==> config.mk <==
export PLATFORM = sky130hd
export DESIGN_NAME = ccx_front
export DESIGN_NICKNAME = d
export VERILOG_FILES = /design/src/rtl/core/ccx_pkg.sv /design/src/rtl/core/ccx_front.sv
export SDC_FILE = /design/constraint.sdc
export NUM_CORES = 1
export LEC_CHECK = 0
export BUFFER_PORTS_ARGS = -buffer_cell sky130_fd_sc_hd__buf_2
export CAP_MARGIN = 20
export CORE_AREA = 2 2 300 302
export CTS_CLUSTER_DIAMETER = 50
export DETAILED_ROUTE_END_ITERATION = 6
export DIE_AREA = 0 0 302 304
export HOLD_SLACK_MARGIN = 0.1
export PLACE_DENSITY = 0.3
export SETUP_SLACK_MARGIN = 0.3
export SLEW_MARGIN = 40
export SYNTH_ARGS = -nofsm -noshare
export SYNTH_HDL_FRONTEND = slang
export SYNTH_SLANG_ARGS = --single-unit
==> constraint.sdc <==
create_clock -name i_clk -period 5.05 [get_ports i_clk]
set_input_delay 0.505 -clock i_clk [delete_from_list [all_inputs] [get_ports i_clk]]
set_output_delay 0.505 -clock i_clk [all_outputs]
set_load 0.005 [all_outputs]
==> src/rtl/core/ccx_pkg.sv <==
// ccx_pkg: shared constants and types for the ChaCha20 stream XOR block.
// Used by the front, keystream engine, back and top level modules.
package ccx_pkg;
    localparam int unsigned AddrW = 6;
    localparam logic [AddrW-1:0] RegKey0   = 6'h00;
    localparam logic [AddrW-1:0] RegKey1   = 6'h08;
    localparam logic [AddrW-1:0] RegKey2   = 6'h10;
    localparam logic [AddrW-1:0] RegKey3   = 6'h18;
    localparam logic [AddrW-1:0] RegNonceL = 6'h20;
    localparam logic [AddrW-1:0] RegNonceH = 6'h28;

    localparam logic [31:0] Sigma0 = 32'h61707865;
    localparam logic [31:0] Sigma1 = 32'h3320646e;
    localparam logic [31:0] Sigma2 = 32'h79622d32;
    localparam logic [31:0] Sigma3 = 32'h6b206574;

    localparam int unsigned DoubleRounds = 10;
    localparam int unsigned QueueDepth = 4;

    typedef logic [15:0][31:0] t_block;

    // one queued byte request
    typedef struct packed {
        logic [7:0] data;
        logic       last;
        logic [5:0] pos;
    } t_req;

    // key material captured with a block request
    typedef struct packed {
        logic [255:0] key;
        logic [95:0]  nonce;
        logic [31:0]  counter;
    } t_seed;

    function automatic logic [31:0] rotl(input logic [31:0] x, input int unsigned n);
        rotl = (x << n) | (x >> (32 - n));
    endfunction

    // one quarter round on four words
    function automatic logic [127:0] qround(input logic [31:0] a, input logic [31:0] b,
                                            input logic [31:0] c, input logic [31:0] d);
        logic [31:0] ta, tb, tc, td;
        ta = a + b; td = rotl(d ^ ta, 16);
        tc = c + td; tb = rotl(b ^ tc, 12);
        ta = ta + tb; td = rotl(td ^ ta, 8);
        tc = tc + td; tb = rotl(tb ^ tc, 7);
        qround = {td, tc, tb, ta};
    endfunction
endpackage

==> src/rtl/core/ccx_front.sv <==
// ccx_front: accepts bytes, tracks position and counter, requests new blocks.
// Depends on ccx_pkg; feeds the byte queue and the block engine.
module ccx_front (
    input  logic           i_clk,
    input  logic           i_rst_n,
    input  logic           i_valid,
    output logic           o_ready,
    input  logic [7:0]     i_data,
    input  logic           i_last,
    input  logic [255:0]   i_key,
    input  logic [95:0]    i_nonce,
    input  logic           i_q_full,
    input  logic           i_blk_free,
    output logic           o_push,
    output ccx_pkg::t_req  o_req,
    output logic           o_blk_req,
    output ccx_pkg::t_seed o_seed
);
    import ccx_pkg::*;

    logic [5:0]  r_pos;
    logic [31:0] r_ctr;
    logic        need_blk, acc;

    // a byte at position zero needs a free block slot
    assign need_blk  = (r_pos == 6'd0);
    assign o_ready   = !i_q_full && (!need_blk || i_blk_free);
    assign acc       = i_valid && o_ready;
    assign o_push    = acc;
    assign o_req     = '{data: i_data, last: i_last, pos: r_pos};
    assign o_blk_req = acc && need_blk;
    assign o_seed    = '{key: i_key, nonce: i_nonce, counter: r_ctr};

    // advance position, count blocks, clear on last
    always_ff @(posedge i_clk) begin
        if (!i_rst_n) begin
            r_pos <= '0;
            r_ctr <= '0;
        end else if (acc) begin
            if (i_last) begin
                r_pos <= '0;
                r_ctr <= '0;
            end else begin
                r_pos <= r_pos + 6'd1;
                if (need_blk) r_ctr <= r_ctr + 32'd1;
            end
        end
    end
endmodule

==> impl_metrics.csv, run 1 <==
group,metric,value,unit
drt,vias,2732,
place,placed_cells,1466,
power,power_switching,176,uW
clock_tree,htree_levels,2,
run,cap_viol_max_count,0,
setup_path,critPathArrivalTime,2170,ps
global_route,grt_pass1_wl,26300,um
setup_path,worst_path_largest_cell_delay,490,ps
power,ir_drop,89.5,uV
clock_tree,total_number_of_clock_tree_sinks,38,
synthesis,yosysUniqueCellTypes,45,
cells_and_area,final_net_count,666,
min_path,min_from,"i_rst_n",
setup_path,regToRegSetupSlack,2550,ps
min_path,min_delay_path_depth,2,
timing,totalNegativeSetupSlack,0,ps
synthesis,syn-num-nets,980,
clock_tree,post_cts_buffers,0,
clock_tree,clock_tree_buf_depth,2,
setup_path,path_delay_family,"simple AND/OR/NAND/NOR gates",
drt,vias_per_cell,1.85,
setup_path,worst_r2r_path_depth,6,
synthesis,synth.top_cell.area_share,56.8,%
global_route,grt.overflow.total,0,
setup_path,timing.critical_path.fanout_max,5,
drt,drt_pass1_iterations,4,
min_path,worstHoldEndpoint,"r_ctr[1]",
cells_and_area,drive_gt1_share,23.8,%
timing,max_slew_vio_count,0,
global_route,antenna_found_initial,0,
floorplanning,num_rows,110,
power,power_density,178,nW/um^2
power,share_comb_of_total_power,8.6,%
floorplanning,die_area,91800,um^2
drt,drt_iter0_drc,149,
synthesis,yosys_warnings,0,
place,place_ws,2260,ps
global_route,global_route.usage.met1,3.75,%
timing,fmax,374,MHz
cells_and_area,fillers,10500,
floorplanning,design.portCount,768,
global_route,grt_pass1_vias,2884,
timing,fin_ws,2380,ps
synthesis,synth_area,4770,um^2
clock_tree,clkLatencyLatePin,290,ps
place,gpl.final_weighted_congestion,0.634,
clock_tree,cts_made_buffers,5,
timing,setup-violations-final,0,
floorplanning,dieWidth,302,um
timing,min_period_over_period,53.0,%
power,report.power.total,693,uW
setup_path,element_type_at_the_critical_path_end,"output port",
clock_tree,clk_pin_slew_worst_paths,60,ps
floorplanning,core,89000,um^2
clock_tree,total_of_hold_buffers_inserted_after_clock_tree_synthesis,0,
synthesis,synth_largest_area_cell,"sky130_fd_sc_hd__buf_4",
timing,finalWorstPathRequiredPeriod,2670,ps
clock_tree,cts-root-buf,"sky130_fd_sc_hd__clkbuf_16",
global_route,global_route.usage.total,4.25,%
cells_and_area,area.growth.synth_to_final,-18.3,%
drt,post_drt_wl_per_cell,13.9,um
place,portBuffers,47,
global_route,met3_track_demand_over_resource_in_global_routing,4.55,%
global_route,busiest_layer,"met2",
power,p_leak,0.966,nW
setup_path,worst-setup-path-type,"reg2out",
synthesis,synth_area_per_cell,7.80,um^2
synthesis,netlist_top_cells_area,"sky130_fd_sc_hd__buf_4, sky130_fd_sc_hd__dfxtp_1, sky130_fd_sc_hd__nand2_1, sky130_fd_sc_hd__nand4_1, sky130_fd_sc_hd__nand3_1",
power,sw_frac_of_total,25.4,%
global_route,grt_start_max_net_pins,18,
cells_and_area,postLayoutCoreUtil,4.38,%
power,power_frac_seq,44.1,%
setup_path,worst_r2r_endpoint,"r_ctr[22]",
floorplanning,initial_core_util,5.35,%
setup_path,critical_path.most_common_cell,"sky130_fd_sc_hd__inv_1",
timing,clock-skew-final,6.37,ps
drt,ant_nets,0,
setup_path,worst-endpoint-required,4550,ps
drt,drcViolationCount,0,
setup_path,cp_cell_sequence,"inv_1 -> ha_1 -> or4b_1 -> o31ai_2 -> inv_1 -> buf_2",
outcome,outcome,"complete, no violations",
setup_path,cp-start-kind,"register",
power,internal_power,517,uW
synthesis,syn-instance-count,611,
clock_tree,tritoncts_clock_tree,"done",
synthesis,yosys_register_bits,38,
clock_tree,cts_repair_resize_count,0,
setup_path,cp_slowest_cell,"sky130_fd_sc_hd__or4b_1",
setup_path,timing.critical_path.buf_inv,3,
global_route,grt_met2_use,5.57,%
timing,worst_slew_pin_slew,755,ps
timing,max-slew-margin-rel,49.2,%
synthesis,seq_area_frac_synth,16.0,%
setup_path,r2r_start,"r_ctr[0]",
timing,count_of_endpoints_failing_hold_in_the_final_timing_report,0,
power,p_clk_share,47.3,%
floorplanning,die-height,304,um
timing,grt_setup_unrepaired,"no",
place,dp_hpwl,17300,um
min_path,hold_crit_path_type,"in2reg",
cells_and_area,finish.cell_count_without_fillers,1474,
drt,finalWirelength,20500,um
cells_and_area,diode_count,0,
## cell families after synthesis
logic type	share of synthesized area [%]
adder cells (fa/ha/maj)	0.787
XOR/XNOR	1.10
flip-flops	16.0
AND/OR/NAND/NOR	14.2
buffers and inverters	58.4
AO/OA/AOI/OAI	9.60
## stage by stage
| stage | instance area [um^2] | hold slack, ps |
|---|---|---|
| floorplan | 4770 | 487 |
| global placement | 3740 | 514 |
| detailed placement | 3750 | 528 |
| CTS | 3890 | 530 |
| global route | 3900 | 548 |
| finish | 3900 | 524 |
## cells in the mapped netlist, drive strengths merged
| library cell | instances |
|---|---|
| a211o | 1 |
| nand3 | 19 |
| dfxtp | 38 |
| inv | 6 |
| nor2b | 2 |
| a31oi | 5 |
| a22oi | 2 |
| nor2 | 16 |
| or4b | 1 |
| nand3b | 1 |
| and4 | 5 |
| clkinv | 1 |
| xnor2 | 2 |
| and3 | 6 |
| nor3 | 1 |
| nand4bb | 1 |
| o311ai | 8 |
| and2 | 1 |
| a41oi | 4 |
| a31o | 1 |
| or3b | 1 |
| or4 | 6 |
| nand2 | 30 |
| a21oi | 17 |
| a311oi | 2 |
| a211oi | 2 |
| nand2b | 2 |
| ha | 3 |
| o31ai | 7 |
| xor2 | 4 |
| clkbuf | 3 |
| or2 | 2 |
| o21ai | 14 |
| buf | 368 |
| o211ai | 3 |
| nor4 | 5 |
| or3 | 3 |
| nand4 | 18 |
## area by class of cell
cell class              count  area [um^2]  area share, %
well taps                1176         1470           37.8
multi-input cells         195         1230           31.6
flip-flops and latches     38          761           19.5
repair buffers             50          258           6.61
clock buffers               7          143           3.66
inverters                   7         27.5          0.706
clock inverters             1         5.00          0.128
## worst max path at each step
stage / cells past startpoint / to / slack, ps / start
final: 6 / o_push / 2380 / r_pos[0]
after global placement: 7 / r_ctr[28] / 2270 / i_valid
after CTS: 6 / o_push / 2340 / r_pos[0]
after detailed placement: 7 / r_ctr[28] / 2260 / i_valid
after global routing: 6 / o_push / 2240 / r_pos[0]
after floorplan: 8 / r_ctr[17] / 3080 / i_valid
## worst reg2reg max path, stage by stage, from the launching register on
cell and delay [ps]:
sky130_fd_sc_hd__dfxtp_1 420, sky130_fd_sc_hd__ha_1 270, sky130_fd_sc_hd__and4_1 290, sky130_fd_sc_hd__and3_1 560
sky130_fd_sc_hd__nand4_1 340, sky130_fd_sc_hd__or4_1 490, sky130_fd_sc_hd__nand2_1 80
## metal layers
| metal | part of all wire (%) | vias to the layer above | wire length [um] |
|---|---|---|---|
| met5 | 0 | - | 0 |
| met4 | 7.6 | 0 | 1550 |
| met3 | 23 | 153 | 4680 |
| met2 | 39 | 334 | 7960 |
| met1 | 31 | 1176 | 6280 |
| li1 | - | 1069 | - |
## state kept, by name (all words and copies together), names as in the netlist
name and count:
r_ctr 32, r_pos 6
## power by group through the flow
stage,Sequential [mW],Combinational [mW],Clock (mW)
finish,0.306,0.0595,0.328
global route,0.306,0.0670,0.352
CTS,0.306,0.0619,0.337
detailed placement,0.313,0.0617,0
global placement,0.313,0.0611,0
floorplan,0.312,0.265,0
## layout by cell type (no fill, tap or decap), types with 2 or more instances in the layout
cell type,synthesis,final
sky130_fd_sc_hd__buf_2,7,47
sky130_fd_sc_hd__dfxtp_1,38,38
sky130_fd_sc_hd__nand2_1,30,30
sky130_fd_sc_hd__nand3_1,19,19
sky130_fd_sc_hd__nand4_1,17,17
sky130_fd_sc_hd__a21oi_1,17,17
sky130_fd_sc_hd__nor2_1,16,16
sky130_fd_sc_hd__o21ai_0,14,14
sky130_fd_sc_hd__o311ai_0,8,8
sky130_fd_sc_hd__inv_1,6,6
sky130_fd_sc_hd__and3_1,6,6
sky130_fd_sc_hd__or4_1,6,6
sky130_fd_sc_hd__o31ai_1,6,6
sky130_fd_sc_hd__and4_1,5,5
sky130_fd_sc_hd__clkbuf_16,0,5
sky130_fd_sc_hd__a31oi_1,4,4
sky130_fd_sc_hd__a41oi_1,4,4
sky130_fd_sc_hd__xor2_1,4,4
sky130_fd_sc_hd__or3_1,3,3
sky130_fd_sc_hd__o211ai_1,3,3
sky130_fd_sc_hd__ha_1,3,3
sky130_fd_sc_hd__buf_4,361,3
sky130_fd_sc_hd__clkinv_2,1,2
sky130_fd_sc_hd__a22oi_1,2,2
sky130_fd_sc_hd__nand2b_1,2,2
sky130_fd_sc_hd__nor4_2,1,2
sky130_fd_sc_hd__a211oi_1,2,2
sky130_fd_sc_hd__xnor2_1,2,2
sky130_fd_sc_hd__nor4_1,3,2
sky130_fd_sc_hd__or2_2,2,2
(Power assumes the default switching activity.)
==> inputs of run 2 (changes only) <==
--- a/config.mk
+++ b/config.mk
@@ -7,10 +7,10 @@
 export LEC_CHECK = 0
 export BUFFER_PORTS_ARGS = -buffer_cell sky130_fd_sc_hd__buf_2
 export CAP_MARGIN = 20
-export CORE_AREA = 2 2 300 302
+export CORE_AREA = 2 2 296 298
 export CTS_CLUSTER_DIAMETER = 50
 export DETAILED_ROUTE_END_ITERATION = 6
-export DIE_AREA = 0 0 302 304
+export DIE_AREA = 0 0 298 300
 export HOLD_SLACK_MARGIN = 0.1
 export PLACE_DENSITY = 0.3
 export SETUP_SLACK_MARGIN = 0.3
==> constraint.sdc (replaced) <==
create_clock -name i_clk -period 2.2 [get_ports i_clk]
set_input_delay 0.22 -clock i_clk [delete_from_list [all_inputs] [get_ports i_clk]]
set_output_delay 0.22 -clock i_clk [all_outputs]
set_load 0.005 [all_outputs]
==> run 2 against run 1 <==
Compared with the run above: first-iteration DRC count rose by 40%; clock skew rose by 1.4 ps; core utilization rose by 0.70 points.
==> impl_metrics.csv, run 2 (synthesis gave the netlist of run 1 again) <==
group,metric,value,unit
cells_and_area,layout_common_cells,"sky130_fd_sc_hd__buf_2, sky130_fd_sc_hd__buf_4, sky130_fd_sc_hd__nand2_1",
cells_and_area,drive_gt1_share,43.2,%
power,share_comb_of_total_power,12.3,%
timing,setup-violations-final,0,
setup_path,worst_r2r_path_depth,8,
floorplanning,die-height,300,um
timing,finalWorstPathRequiredPeriod,1940,ps
place,place_ws,160,ps
global_route,grt_pass1_wl,28000,um
outcome,outcome,"complete, no violations",
drt,vias,2998,
setup_path,critPathArrivalTime,1720,ps
global_route,antenna_found_initial,0,
timing,fmax,516,MHz
clock_tree,cts-root-buf,"sky130_fd_sc_hd__clkbuf_16",
setup_path,element_type_at_the_critical_path_end,"output port",
drt,vias_per_cell,2.01,
setup_path,cp-start-kind,"register",
global_route,grt_start_max_net_pins,18,
power,power_frac_seq,42.8,%
setup_path,regToRegSetupSlack,320,ps
timing,max-slew-margin-rel,54.9,%
setup_path,r2r_start,"r_pos[1]",
floorplanning,design.portCount,768,
cells_and_area,fillers,10300,
clock_tree,htree_levels,2,
cells_and_area,largest_reg_flops,32,
setup_path,worst_r2r_endpoint,"r_ctr[2]",
power,p_leak,1.21,nW
drt,drt_iter0_drc,209,
timing,fin_ws,260,ps
timing,grt_setup_unrepaired,"yes",
cells_and_area,final_net_count,706,
power,sw_frac_of_total,25.7,%
power,power_switching,419,uW
floorplanning,die_area,89400,um^2
min_path,hold_crit_path_type,"in2reg",
setup_path,worstSetupEndpoint,"o_push",
cells_and_area,layout_commonest_cell,"sky130_fd_sc_hd__buf_2",
clock_tree,clkLatencyLatePin,290,ps
clock_tree,cts_made_buffers,5,
timing,minimum_hold_slack,287,ps
clock_tree,total_number_of_clock_tree_sinks,38,
global_route,global_route.usage.total,4.57,%
global_route,grt.overflow.total,0,
cells_and_area,area.growth.synth_to_final,-8.24,%
floorplanning,initial_core_util,5.53,%
setup_path,setup.worst_path.start,"r_pos[1]",
setup_path,timing.critical_path.fanout_max,2,
global_route,grt_pass1_vias,3069,
setup_path,worst-endpoint-required,1980,ps
run,cap_viol_max_count,0,
power,internal_power,1.21,mW
clock_tree,tritoncts_clock_tree,"done",
cells_and_area,diode_count,0,
drt,drt_pass1_iterations,4,
drt,ant_nets,0,
floorplanning,core,86200,um^2
setup_path,worst-setup-path-type,"reg2out",
place,dp_hpwl,18100,um
cells_and_area,regMostFlops,"r_ctr",
cells_and_area,layout_top_registers,"r_ctr (32), r_pos (6)",
power,power_density,373,nW/um^2
drt,post_drt_wl_per_cell,14.8,um
timing,max_slew_vio_count,0,
timing,clock-skew-final,7.78,ps
clock_tree,clock_tree_buf_depth,2,
floorplanning,dieWidth,298,um
floorplanning,num_rows,108,
timing,worst_slew_pin_slew,676,ps
timing,count_of_endpoints_failing_hold_in_the_final_timing_report,0,
timing,min_period_over_period,88.2,%
clock_tree,clk_pin_slew_worst_paths,60,ps
timing,totalNegativeSetupSlack,0,ps
clock_tree,total_of_hold_buffers_inserted_after_clock_tree_synthesis,0,
place,gpl.final_weighted_congestion,0.669,
drt,drcViolationCount,0,
place,portBuffers,47,
power,ir_drop,222,uV
power,p_clk_share,44.9,%
drt,finalWirelength,22100,um
## run 2: worst min path at each step
stage                           start           to  slack [ps]  depth (start not counted)
after floorplan               i_rst_n     r_ctr[1]         340                          1
after global placement    i_nonce[74]  o_seed[106]         440                          0
after detailed placement  i_nonce[74]  o_seed[106]         440                          0
after CTS                     i_rst_n     r_ctr[1]         280                          2
after global routing          i_rst_n     r_ctr[1]         300                          2
final                         i_rst_n     r_ctr[1]         290                          2
## run 2: power groups by stage
stage | clock [mW] | combinational [mW] | sequential (mW)
detailed placement | 0 | 0.155 | 0.715
CTS | 0.774 | 0.185 | 0.700
global route | 0.806 | 0.220 | 0.699
global placement | 0 | 0.157 | 0.714
finish | 0.734 | 0.201 | 0.698
floorplan | 0 | 0.608 | 0.716
## run 2: layer usage
layer  wire length, um  vias to the layer above  track usage [%]  part of all wire, %
li1                  -                     1147                -                    -
met1              6620                     1300             3.94                   30
met2              8590                      397             5.90                   39
met3              5160                      152             5.07                   23
met4              1610                        2             3.46                  7.3
met5               108                        -            0.847                 0.49
## run 2: stage by stage
step / utilization [%] / total power [mW] / area [um^2] / instances
2_1_floorplan: - / 1.32 / 4770 / 611
3_3_place_gp: 4.52 / 0.870 / 3890 / 1469
3_5_place_dp: 4.52 / 0.870 / 3890 / 1469
4_1_cts: 4.83 / 1.66 / 4170 / 1482
5_1_grt: 5.08 / 1.72 / 4380 / 1491
6_report: 5.08 / 1.63 / 4380 / 1491
## run 2: cell type report
class | instances | area, um^2 | area share [%]
well taps | 1155 | 1450 | 33.0
multi-input cells | 196 | 1400 | 31.9
flip-flops and latches | 38 | 785 | 17.9
repair buffers | 89 | 581 | 13.3
clock buffers | 6 | 139 | 3.17
inverters | 7 | 31.3 | 0.715
## run 2: critical path: stages, from the launching register on
cell	delay, ps
sky130_fd_sc_hd__dfxtp_2	320
sky130_fd_sc_hd__inv_2	70
sky130_fd_sc_hd__ha_4	120
sky130_fd_sc_hd__or4b_4	460
sky130_fd_sc_hd__o31ai_4	250
sky130_fd_sc_hd__inv_2	80
sky130_fd_sc_hd__buf_6	120
## run 2: what timing repair did
action,4_1_cts,5_1_grt
pin swaps,3,22
gates resized for setup,27,37
buffers inserted,6,8
setup endpoints to repair,31,37
hold endpoints to repair,0,0
gates cloned,1,1
